### src/hw/rtl/i64alu_pkg.sv
// ----------------------------------------------------------------------------
// i64alu_pkg
// Shared types and constants of the 64-bit integer ALU.
// ----------------------------------------------------------------------------
package i64alu_pkg;

	localparam int DATA_WIDTH_DEF = 64;
	localparam int ACTION_W       = 4;
	localparam int PORT_W         = 64;
	localparam int CMP_W          = 2;
	localparam int QUEUE_DEPTH    = 2;

	localparam logic [ACTION_W-1:0] ACT_ADD  = 4'd0;
	localparam logic [ACTION_W-1:0] ACT_SUB  = 4'd1;
	localparam logic [ACTION_W-1:0] ACT_MUL  = 4'd2;
	localparam logic [ACTION_W-1:0] ACT_UDIV = 4'd3;
	localparam logic [ACTION_W-1:0] ACT_SDIV = 4'd4;
	localparam logic [ACTION_W-1:0] ACT_UCMP = 4'd5;
	localparam logic [ACTION_W-1:0] ACT_SCMP = 4'd6;
	localparam logic [ACTION_W-1:0] ACT_SHL  = 4'd7;
	localparam logic [ACTION_W-1:0] ACT_LSHR = 4'd8;
	localparam logic [ACTION_W-1:0] ACT_ASHR = 4'd9;
	localparam logic [ACTION_W-1:0] ACT_NEG  = 4'd10;
	localparam logic [ACTION_W-1:0] ACT_ABS  = 4'd11;

	localparam logic [CMP_W-1:0] CMP_LT = 2'b11;
	localparam logic [CMP_W-1:0] CMP_EQ = 2'b00;
	localparam logic [CMP_W-1:0] CMP_GT = 2'b01;

	// Unit classes chosen by the front end.
	typedef enum logic [1:0] {
		CLS_FAST = 2'd0,
		CLS_MUL  = 2'd1,
		CLS_DIV  = 2'd2,
		CLS_NONE = 2'd3
	} unit_class_t;

endpackage

### src/hw/rtl/i64alu_front.sv
// ----------------------------------------------------------------------------
// i64alu_front
// Accepts transactions, classifies them and queues them for the back end.
// ----------------------------------------------------------------------------
module i64alu_front #(
	parameter int DATA_WIDTH = i64alu_pkg::DATA_WIDTH_DEF
) (
	input  logic                             clk,
	input  logic                             arst_n,
	input  logic                             push,
	output logic                             full,
	input  logic [i64alu_pkg::ACTION_W-1:0]  action,
	input  logic [i64alu_pkg::PORT_W-1:0]    operand_a,
	input  logic [i64alu_pkg::PORT_W-1:0]    operand_b,
	output logic                             q_valid,
	input  logic                             q_take,
	output i64alu_pkg::unit_class_t          q_cls,
	output logic [i64alu_pkg::ACTION_W-1:0]  q_action,
	output logic [DATA_WIDTH-1:0]            q_a,
	output logic [DATA_WIDTH-1:0]            q_b,
	output logic                             q_big
);
	localparam int D  = i64alu_pkg::QUEUE_DEPTH;
	localparam int PW = $clog2(D);

	i64alu_pkg::unit_class_t        cls_q [D];
	logic [i64alu_pkg::ACTION_W-1:0] act_q [D];
	logic [DATA_WIDTH-1:0]           a_q   [D];
	logic [DATA_WIDTH-1:0]           b_q   [D];
	logic                            big_q [D];
	logic [PW-1:0]                   wr_q, rd_q;
	logic [PW:0]                     cnt_q;
	i64alu_pkg::unit_class_t         cls;
	logic                            big;
	logic                            wr_en, rd_en;

	always_comb begin
		case (action)
			i64alu_pkg::ACT_MUL:  cls = i64alu_pkg::CLS_MUL;
			i64alu_pkg::ACT_UDIV,
			i64alu_pkg::ACT_SDIV: cls = i64alu_pkg::CLS_DIV;
			i64alu_pkg::ACT_ADD, i64alu_pkg::ACT_SUB, i64alu_pkg::ACT_UCMP,
			i64alu_pkg::ACT_SCMP, i64alu_pkg::ACT_SHL, i64alu_pkg::ACT_LSHR,
			i64alu_pkg::ACT_ASHR, i64alu_pkg::ACT_NEG,
			i64alu_pkg::ACT_ABS:  cls = i64alu_pkg::CLS_FAST;
			default:              cls = i64alu_pkg::CLS_NONE;
		endcase
	end

	// Shift counts of DATA_WIDTH or more saturate.
	assign big = (operand_b >= i64alu_pkg::PORT_W'(DATA_WIDTH));

	assign full    = (cnt_q == (PW+1)'(D));
	assign q_valid = (cnt_q != '0);
	assign wr_en   = push && !full;
	assign rd_en   = q_take && q_valid;

	always_ff @(posedge clk) begin
		if (wr_en) begin
			cls_q[wr_q] <= cls;
			act_q[wr_q] <= action;
			a_q[wr_q]   <= operand_a[DATA_WIDTH-1:0];
			b_q[wr_q]   <= operand_b[DATA_WIDTH-1:0];
			big_q[wr_q] <= big;
		end
	end

	always_ff @(posedge clk or negedge arst_n) begin
		if (!arst_n) begin
			wr_q  <= '0;
			rd_q  <= '0;
			cnt_q <= '0;
		end else begin
			if (wr_en) wr_q <= (wr_q == PW'(D-1)) ? '0 : wr_q + 1'b1;
			if (rd_en) rd_q <= (rd_q == PW'(D-1)) ? '0 : rd_q + 1'b1;
			cnt_q <= cnt_q + (PW+1)'(wr_en) - (PW+1)'(rd_en);
		end
	end

	assign q_cls    = cls_q[rd_q];
	assign q_action = act_q[rd_q];
	assign q_a      = a_q[rd_q];
	assign q_b      = b_q[rd_q];
	assign q_big    = big_q[rd_q];

endmodule

### config.mk
export PLATFORM = sky130hd
export DESIGN_NAME = i64alu_front
export DESIGN_NICKNAME = d
export VERILOG_FILES = /design/src/hw/rtl/i64alu_pkg.sv /design/src/hw/rtl/i64alu_front.sv
export SDC_FILE = /design/constraint.sdc
export NUM_CORES = 1
export LEC_CHECK = 0
export ABC_AREA = 1
export BUFFER_PORTS_ARGS = -buffer_cell sky130_fd_sc_hd__buf_4
export CORE_UTILIZATION = 56
export DETAILED_ROUTE_END_ITERATION = 8
export MAX_ROUTING_LAYER = met4
export PLACE_DENSITY = 0.86
export SYNTH_ARGS = -nofsm -noshare
export SYNTH_HDL_FRONTEND = slang
export SYNTH_SLANG_ARGS = --single-unit
### constraint.sdc
create_clock -name clk -period 10.5 [get_ports clk]
set_input_delay 2.1 -clock clk [delete_from_list [all_inputs] [get_ports clk]]
set_output_delay 2.1 -clock clk [all_outputs]
set_load 0.02 [all_outputs]
==> results of run 1 <==
## how the worst max path moves through the flow
stage	from	end	slack, ns	cells after the start
final	rd_q	q_action[2]	5.36	5
after detailed placement	rd_q	q_b[35]	5.86	5
after global placement	rd_q	q_action[2]	5.93	5
after floorplan	push	a_q[0][0]	2.08	2
after global routing	rd_q	q_action[2]	5.12	5
after CTS	rd_q	q_b[35]	5.30	5
## metrics by stage
step	util, %	cells	hold WS, ns	total power [W]	worst slack [ns]
floorplan	-	790	0.5325	0.002510	2.083
finish	74.33	1316	0.5793	0.004011	5.362
detailed placement	69.50	1268	0.5725	0.003102	5.860
CTS	74.33	1316	0.5856	0.004047	5.300
global placement	69.50	1268	0.5618	0.003067	5.926
global route	74.33	1316	0.6007	0.004224	5.122
## cell families (layout without fill, tap and decap cells)
kind of cell,count (synthesis),in the layout,share of synthesized area [%]
adders and majority gates,2,2,0.2439
buffers and inverters,35,332,1.866
AOI/OAI and AO/OA,4,4,0.2562
DFF,274,274,80.01
and+or+nand+nor,471,471,17.28
xor gates and xnor gates,4,4,0.3416
## synth_stat cells, drive strengths merged
| cell type | count |
|---|---|
| dfrtp | 4 |
| inv | 6 |
| edfxtp | 270 |
| nand2 | 427 |
| xnor2 | 1 |
| xor2 | 3 |
| nor2 | 42 |
| o21ai | 3 |
| buf | 29 |
| o31ai | 1 |
| or2 | 2 |
| ha | 2 |
## worst max-delay path: cells and delay by family, from the launching register on
| kind | cells | cell delay (ns) |
|---|---|---|
| simple gates | 2 | 0.26 |
| buf+inv | 3 | 1.40 |
| flops | 1 | 0.72 |
## sequential cells by signal, summed over array words and instances (netlist names)
register  flops
a_q         128
act_q         8
b_q         128
big_q         2
cls_q         4
cnt_q         2
rd_q          1
wr_q          1
## area by class of cell
type | instances | area, sq um
fillers | 1145 | 4612
clock inverters | 15 | 168.9
flip-flops and latches | 274 | 8212
inverters | 6 | 25.02
repair buffers | 278 | 2087
clock buffers | 33 | 698.2
well taps | 229 | 286.5
multi-input cells | 481 | 1874
## layer usage
layer	up-vias	global-route usage [%]
li1	3197	-
met4	0	6.777
met2	266	40.52
met1	3060	25.89
met5	-	-
met3	37	6.880
## power breakdown
group,leakage (nW),switching (W),internal [W]
registers,2.55,0.0000913,0.00150
clock network,0.419,0.000370,0.000567
logic,2.70,0.000965,0.000517
total,5.67,0.00143,0.00258
==> impl_summary.txt, run 1 <==
----------------------------------------------------
[Layout]
  Diode insertion count for antenna repair ... 0
  Highest-count cells in the layout ignoring fill and taps ... nand2_1 (427), buf_4 (278), edfxtp_1 (270)
  Area Overhead vs Synth ... 30.15%
  Number of nets in the layout ... 1,206
  Final Instance Area ... approximately 13,000 sq um
  Most common library cell in the layout ignoring fill and taps ... nand2_1
  Share of post-route cells with drive strength above 1 ... 29.44%

[Route]
  Detailed-routed wire length on met3 ... about 2000 um
  Post-detailed-route wirelength per cell ... 16.54 um
  Routed met1 length ... 8034 um
  WL final ... 21,760 um
  Highest routed metal layer ... met4
  Antenna Violating Nets Remaining ... 0
  Total number of vias ... 6,560
  Starting DRC count in detailed routing ... 377
  Sum of met2 wire segment lengths after detailed routing ... 11,170 um
  Post-detailed-route via-to-cell ratio ... 4.985
  Number of remaining DRC errors ... 0
  Total iterations of the first detailed-routing run ... 5

[Yosys]
  Warnings from Yosys ... 0
  Number of distinct library cells after synthesis ... 16
  Synth Net Count ... between 900 and 1,000
  Post-synthesis sequential area ratio ... about 80%
  Register bit count reported by yosys ... 274
  Number of standard cells after synthesis ... 790
  Post-Syn Area per Cell ... approximately 13 sq um
  Cell type contributing the most total cell area after synthesis ... edfxtp_1
  Combined area of all synthesized cells ... 10,260 sq um
  Top-area cell type share of the netlist area ... between 70% and 80%
  Dominant cells by area after synthesis ... edfxtp_1 (79%), nand2_1 (16%), nor2_1 (1.5%), buf_2 (1.1%), dfrtp_1 (0.98%)

[STA]
  Setup-failing EPs final ... 0
  Max Freq ... 194.6 MHz
  Slew at the pin closest to its max-slew limit ... 1.131 ns
  Setup TNS ... 0 ns
  Setup clock skew after layout ... 0.01408 ns
  Hold violation total from the final report ... 0
  Unrepaired setup endpoints after global routing ... false
  Slew headroom ... about a quarter
  Fin. max-slew vios ... 0
  Post-route fraction of the period consumed by the critical path ... 48.94%
  Minimum period implied by the final worst setup slack ... 5.138 ns

[Placed design]
  Port Buffer Count ... 272
  DP HPWL ... between 10,000 and 15,000 um
  GP Congestion ... 0.7796
  Total cell area at the placement stage ... 12,480 sq um

[Global routing]
  Aggregate global-route resource usage ... 23.27%
  Final global-route overflow total ... 0
  Global-route wire length before repair ... about 32,000 um
  Initial antenna violation count ... 0
  Largest net degree at the start of global routing ... between 100 and 150
  Number of global-route vias before repair ... approximately 6,600

[Critical path]
  Type of element launching the critical path ... flip-flop
  Highest-delay cell along the critical path ... buf_4
  Critical path fanouts, max ... 106
  Reg2reg start ... cnt_q[1]
  Data arrival, critical path ... 3.04 ns
  Stage delay of the slowest cell on the critical path ... 0.88 ns
  Setup slack on the worst flop-to-flop path ... 8.62 ns
  Setup crit end kind ... output port
  Required @ worst endpoint ... around 8.4 ns
  Worst r2r path cells ... 4
  End of the worst register-to-register path ... a_q[0][63]
  Cell-by-cell trace of the critical path ... inv_4 -> buf_4 -> nand2_1 -> nand2_1 -> buf_4
  Kind of critical path ... flip-flop to output port

[Hold path]
  Hold path depth ... 1
  Hold_sp ... cnt_q[0]
  Min-delay worst type ... flip-flop to flip-flop
  Hold worst-path end ... cnt_q[0]

[Clock network]
  Clock latency reported for the late side of the worst-skew pair ... 0.52 ns
  Clk buf depth ... 3
  Library cell used as clock root buffer ... clkbuf_16
  Post-CTS Setup Repair Bufs ... 0
  Quantity of hold-fixing buffers added after cts ... 0
  TritonCTS clock tree ... built
  Clock Pin Slew Worst Setup and Hold Paths ... 0.06 ns
  H-tree Lvls ... 1
  Num Clock Sinks ... 274
  Cts bufs inserted ... 27
  Post-cts sizing count ... 0

[Floorplanning]
  Starting density of the core ... between 50% and 60%
  Count of boundary I/O pins ... 273
  Site Rows ... 49
  Die outline height ... approximately 140 um
  Width of the die ... 137.3 um
  Placeable Area ... 17,960 sq um
  Area enclosed by the die boundary ... 18,860 sq um

[Flow run]
  Max-cap viol count ... 0

[Pwr]
  IR Drop Worst-Case VDD ... 0.2107 mV
  LEAKAGE ... 5.667 nW
  Ratio of total power to cell area ... 300.4 nW/um^2

[Status]
  Outcome ... finished clean

----------------------------------------------------
Power figures use the tool's default switching activity.
==> inputs of run 2 (changes only) <==
- CORE_UTILIZATION: 56 -> 47
- PLACE_DENSITY: 0.86 -> 0.77
- clock period: 10.5 -> 4.57 ns (I/O delays scaled with it)
==> run 2 against run 1 <==
Net effect: global-route usage down 3.5 points; sequential share of layout area down 0.32 points; sequential cell count unchanged; via count up 0.95%; critical path type unchanged; hold slack worse by 0.40 ns.
==> impl_summary.txt, run 2 (same netlist as run 1, synthesis figures left out) <==
----------------------------------------------------
[Status]
  Outcome ... finished clean

[STA]
  Slew headroom ... 29.88% (+5.3 points)
  Hold violation total from the final report ... 0 (unchanged)
  Max Freq ... around 300 MHz
  Minimum period implied by the final worst setup slack ... 3.324 ns
  Setup clock skew after layout ... 0.009088 ns (-0.004994 ns)
  Fin Hold WS ... 0.1840 ns (-0.3953 ns)
  Post-route fraction of the period consumed by the critical path ... approximately 73%
  Setup-failing EPs final ... 0 (unchanged)
  Slew at the pin closest to its max-slew limit ... 1.049 ns (-0.08170 ns)
  Fin. max-slew vios ... 0 (unchanged)
  Unrepaired setup endpoints after global routing ... false

[Placed design]
  GP Congestion ... 0.7505 (-3.7%)
  Port Buffer Count ... 272 (unchanged)
  DP HPWL ... 14,280 um (+0.98%)
  Total cell area at the placement stage ... 12,590 sq um (+0.88%)
  Inst Count DP ... 1,316 (+3.8%)

[Clock network]
  Library cell used as clock root buffer ... clkbuf_16
  TritonCTS clock tree ... built
  Clk buf depth ... 3 (unchanged)
  Clock latency reported for the late side of the worst-skew pair ... 0.51 ns (about the same)
  H-tree Lvls ... 1 (unchanged)
  Clock Pin Slew Worst Setup and Hold Paths ... 0.06 ns (about the same)
  Num Clock Sinks ... 274 (unchanged)
  Post-cts sizing count ... 0 (unchanged)
  Quantity of hold-fixing buffers added after cts ... 0 (unchanged)
  Cts bufs inserted ... 27 (unchanged)
  Post-CTS Setup Repair Bufs ... 0 (unchanged)

[Critical path]
  Most used cell along the critical path ... nand2_1
  Kind of critical path ... flip-flop to output port
  Critical path fanouts, max ... 83 (-22%)
  Data arrival, critical path ... 2.41 ns (-0.63 ns)
  Setup crit end kind ... output port
  Buffers and inverters on the worst path ... 3 (unchanged)
  Type of element launching the critical path ... flip-flop
  Highest-delay cell along the critical path ... dfrtp_4
  Stage delay of the slowest cell on the critical path ... 0.58 ns (-0.30 ns)
  CP delay by family, top ... buffers and inverters
  Cell-by-cell trace of the critical path ... inv_4 -> buf_12 -> nand2_1 -> nand2_1 -> buf_4
  Required @ worst endpoint ... 3.66 ns (-4.74 ns)

[Pwr]
  Sum of internal, switching and leakage power ... 0.009137 W (+130%)
  IR Drop Worst-Case VDD ... 0.4478 mV (+110%)
  Ratio of total power to cell area ... 680.8 nW/um^2 (+130%)
  LEAKAGE ... 5.682 nW (+0.27%)

[Hold path]
  Min-delay worst type ... input port to asynchronous set/reset pin

[Layout]
  Share of post-route cells with drive strength above 1 ... 30.21% (+0.77 points)
  Final Instance Area ... 13,420 sq um (+0.52%)
  Largest regs ... a_q: 128 flops, b_q: 128 flops, act_q: 8 flops
  Number of nets in the layout ... 1,208 (+0.17%)
  Most common library cell in the layout ignoring fill and taps ... nand2_1
  Highest-count cells in the layout ignoring fill and taps ... nand2_1 (427), buf_4 (277), edfxtp_1 (270)
  Area Overhead vs Synth ... 30.82%
  Final standard cell count with taps included and fillers excluded ... 1,364 (+3.6%)
  Final Util ... 63.24% (-11 points)
  Diode insertion count for antenna repair ... 0 (unchanged)

[Global routing]
  Global-route wire length before repair ... 32,840 um (+2.8%)
  Met1 usage ... 23.52% (-2.4 points)
  Aggregate global-route resource usage ... 19.73% (-3.5 points)
  Final global-route overflow total ... 0 (unchanged)
  Initial antenna violation count ... 0 (unchanged)
  Routing layer with the top usage in global route ... met2
  GR Util met3 ... 5.244% (-1.6 points)
  GRT met2 Usage ... 32.31% (-8.2 points)
  Largest net degree at the start of global routing ... 84 (-21%)
  Number of global-route vias before repair ... 6,521 (-0.73%)

[Route]
  Post-detailed-route wirelength per cell ... 16.00 um (-3.2%)
  Total iterations of the first detailed-routing run ... 4 (-1)
  Antenna Violating Nets Remaining ... 0 (unchanged)
  Total number of vias ... 6,622 (+0.95%)
  Starting DRC count in detailed routing ... 220 (-42%)
  Number of remaining DRC errors ... 0 (unchanged)
  Post-detailed-route via-to-cell ratio ... 4.855 (-2.6%)
  WL final ... 21,830 um (+0.31%)

[Floorplanning]
  Placeable Area ... 21,220 sq um (+18%)
  Width of the die ... 149.7 um (+9.0%)
  Area enclosed by the die boundary ... 22,420 sq um (+19%)
  Count of boundary I/O pins ... 273 (unchanged)
  Starting density of the core ... 48.34% (-8.8 points)
  Die outline height ... 149.7 um (+9.0%)
  Site Rows ... 53 (+8.2%)

[Flow run]
  Max-cap viol count ... 0 (unchanged)

----------------------------------------------------
run 2: cell types whose count changed in the layout (fill, tap and decap cells not counted), sizes merged:
cell	delta
bufinv	-3
buf	+2
clkinv	+2
inv	+1
run 2: cell type report:
class                   instances  area (sq um)
clock inverters                15         107.6
clock buffers                  33         718.2
fillers                      1589          7800
repair buffers                280          2140
flip-flops and latches        274          8212
multi-input cells             481          1874
well taps                     275         344.1
inverters                       6         25.02
run 2: worst paths after layout:
| kind | start | to | slack, ns | depth (start not counted) |
|---|---|---|---|---|
| min in group clk | operand_a[7] | a_q[1][7] | 0.58 | 1 |
| max in group asynchronous | arst_n | rd_q | 4.27 | 1 |
| min | arst_n | rd_q | 0.18 | 1 |
| max reg2reg | cnt_q[1] | b_q[0][38] | 2.39 | 4 |
| max | rd_q | q_a[33] | 1.25 | 5 |
| min reg2reg | cnt_q[0] | cnt_q[0] | 0.60 | 1 |
run 2: layer usage:
layer / routed length (um) / vias up / part of all wire [%]
met5: 0 / - / 0
met4: 748 / 0 / 3.4
met3: 1893 / 58 / 8.7
met2: 10720 / 268 / 49
met1: 8465 / 3090 / 39
li1: - / 3206 / -
run 2: power breakdown:
group | leakage (nW) | switching, W | internal, W | total [W]
Combinational | 2.72 | 0.00229 | 0.00122 | 0.00350
Clock | 0.413 | 0.000871 | 0.00117 | 0.00204
Sequential | 2.55 | 0.000150 | 0.00344 | 0.00359
Total | 5.68 | 0.00331 | 0.00583 | 0.00914
run 2: stage by stage:
step                setup TNS [ns]  setup slack [ns]
floorplan                  -103.05           -0.3818
global placement                 0             1.823
detailed placement               0             1.803
CTS                              0             1.223
global route                     0             1.114
finish                           0             1.247
==> inputs of run 3 (changes only) <==
- CORE_UTILIZATION: 47 -> 52
- PLACE_DENSITY: 0.77 -> 0.81
- clock period: 4.57 -> 3.36 ns (I/O delays scaled with it)
==> run 3 against run 2 <==
Net effect: register-to-register slack got worse by 0.81 ns; clock-buffer cell count down 1; combinational power grew 38%; largest cell class unchanged; highest routed layer unchanged.
==> impl_summary.txt, run 3 (same netlist as run 1, synthesis figures left out) <==
----------------------------------------------------
[Critical path]
  Kind of critical path ... flip-flop to output port
  Setup crit end kind ... output port
  Setup slack on the worst flop-to-flop path ... 1.58 ns (-0.81 ns)
  Critical path fanouts, max ... 65 (-22%)
  Worst r2r path cells ... 8 (+4)
  Reg2reg start ... cnt_q[0]
  Type of element launching the critical path ... flip-flop
  End of the worst register-to-register path ... cnt_q[1]
  Data arrival, critical path ... 2.15 ns (-0.26 ns)
  Required @ worst endpoint ... 2.69 ns (-0.97 ns)

[Pwr]
  IR Drop Worst-Case VDD ... 0.5893 mV (+32%)
  LEAKAGE ... 5.685 nW (about the same)
  Ratio of total power to cell area ... 926.7 nW/um^2 (+36%)

[Floorplanning]
  Site Rows ... 51 (-3.8%)
  Die outline height ... 142.5 um (-4.9%)
  Count of boundary I/O pins ... 273 (unchanged)
  Width of the die ... 142.5 um (-4.9%)
  Placeable Area ... 19,400 sq um (-8.6%)
  Starting density of the core ... 52.88% (+4.5 points)
  Area enclosed by the die boundary ... 20,290 sq um (-9.5%)

[Layout]
  Area Overhead vs Synth ... 30.99%
  Filler cell count in the final layout ... 1,352 (-15%)
  Most common library cell in the layout ignoring fill and taps ... nand2_1
  Diode insertion count for antenna repair ... 0 (unchanged)
  Largest regs ... a_q: 128 flops, b_q: 128 flops, act_q: 8 flops
  Final standard cell count with taps included and fillers excluded ... 1,354 (-0.73%)
  Share of post-route cells with drive strength above 1 ... 29.57% (-0.64 points)
  Number of nets in the layout ... 1,207 (-0.083%)
  Highest-count cells in the layout ignoring fill and taps ... nand2_1 (427), buf_4 (273), edfxtp_1 (270)

[STA]
  Post-route fraction of the period consumed by the critical path ... 83.93%
  Slew at the pin closest to its max-slew limit ... 0.6468 ns (-0.4024 ns)
  Worst Slack Setup Final ... 0.5399 ns (-0.7066 ns)
  Fin. max-slew vios ... 0 (unchanged)
  Max Freq ... 354.6 MHz
  Unrepaired setup endpoints after global routing ... false
  Setup clock skew after layout ... 0.01378 ns (+0.004688 ns)
  Hold violation total from the final report ... 0 (unchanged)
  Slew headroom ... 56.88% (+27 points)
  Setup-failing EPs final ... 0 (unchanged)
  Minimum period implied by the final worst setup slack ... 2.820 ns

[Placed design]
  DP HPWL ... 13,780 um (-3.5%)
  Port Buffer Count ... 272 (unchanged)
  Inst Count DP ... 1,305 (-0.84%)
  GP Congestion ... 0.7326 (-2.4%)
  Pre-CTS setup slack ... 1.099 ns (-0.7039 ns)

[Clock network]
  H-tree Lvls ... 1 (unchanged)
  Clk buf depth ... 3 (unchanged)
  Quantity of hold-fixing buffers added after cts ... 1 (+1)
  TritonCTS clock tree ... built
  Clock latency reported for the late side of the worst-skew pair ... 0.52 ns (about the same)
  Cts bufs inserted ... 26 (-3.7%)
  Post-CTS Setup Repair Bufs ... 0 (unchanged)
  Post-cts sizing count ... 0 (unchanged)
  Library cell used as clock root buffer ... clkbuf_16
  Num Clock Sinks ... 274 (unchanged)
  Clock Pin Slew Worst Setup and Hold Paths ... 0.06 ns (about the same)

[Route]
  Post-detailed-route wirelength per cell ... 16.01 um (about the same)
  Total iterations of the first detailed-routing run ... 4 (unchanged)
  Number of remaining DRC errors ... 0 (unchanged)
  WL final ... 21,680 um (-0.69%)
  Starting DRC count in detailed routing ... 389 (+77%)
  Total number of vias ... 6,632 (+0.15%)
  Post-detailed-route via-to-cell ratio ... 4.898 (+0.89%)
  Antenna Violating Nets Remaining ... 0 (unchanged)

[Hold path]
  Hold worst-path end ... a_q[0][23]
  Hold path depth ... 1
  Hold_sp ... operand_a[23]
  Min-delay worst type ... input port to flip-flop

[Global routing]
  Initial antenna violation count ... 0 (unchanged)
  Largest net degree at the start of global routing ... 136 (+62%)
  Aggregate global-route resource usage ... 21.12% (+1.4 points)
  Global-route wire length before repair ... 31,860 um (-3.0%)
  Number of global-route vias before repair ... 6,370 (-2.3%)
  Final global-route overflow total ... 0 (unchanged)

[Status]
  Outcome ... finished clean

[Flow run]
  Max-cap viol count ... 0 (unchanged)

----------------------------------------------------
## run 3: cell count changes in the layout (fill, tap and decap cells not counted), moves of 2 or more
| cell | change |
|---|---|
| clkinv_2 | -2 |
| buf_12 | +3 |
| clkbuf_8 | -2 |
| buf_4 | -4 |
| clkinv_1 | +5 |
## run 3: area by class of cell
type	instances	area [sq um]	area share, %
Sequential cell	274	8212	61.11
Timing Repair Buffer	280	2180	16.22
Multi-Input combinational cell	481	1874	13.95
Clock buffer	32	694.4	5.168
Tap cell	265	331.6	2.467
Clock inverter	16	121.4	0.9032
Inverter	6	25.02	0.1862
## run 3: worst max path at each step
stage,to,cells after the start,from,slack [ns]
6_report,q_b[62],5,rd_q,0.54
5_1_grt,q_b[62],5,rd_q,0.45
4_1_cts,q_b[62],5,rd_q,0.54
3_5_place_dp,q_a[33],5,rd_q,1.10
3_3_place_gp,q_b[62],5,rd_q,1.12
2_1_floorplan,a_q[0][0],2,push,-1.35
## run 3: worst max-delay path: stages (launching register included)
cell and delay (ns):
dfrtp_4 0.50, inv_4 0.35, buf_12 0.34, nand2_1 0.11, nand2_1 0.12, buf_4 0.16
## run 3: layer usage
| metal | vias to the layer above | track usage [%] | wire, um |
|---|---|---|---|
| met4 | 0 | 4.810 | 291 |
| met3 | 26 | 7.537 | 2420 |
| met2 | 278 | 35.24 | 10800 |
| met5 | - | - | 0 |
| li1 | 3203 | - | - |
| met1 | 3125 | 24.49 | 8166 |
## run 3: power breakdown
group          internal (W)  total [W]  switching, W
clock network       0.00161    0.00278       0.00116
logic               0.00169    0.00482       0.00313
registers           0.00467    0.00485      0.000183
## run 3: through the flow
step                total power, W  instance area [sq um]  utilization, %  setup TNS (ns)  hold WS (ns)
detailed placement        0.009775                  12610           65.02               0        0.4737
global route               0.01306                  13440           69.27               0        0.3126
floorplan                 0.007764                  10260               -         -364.41        0.3764
CTS                        0.01257                  13440           69.27               0        0.3112
global placement          0.009668                  12610           65.02               0        0.4732
finish                     0.01245                  13440           69.27               0        0.3372
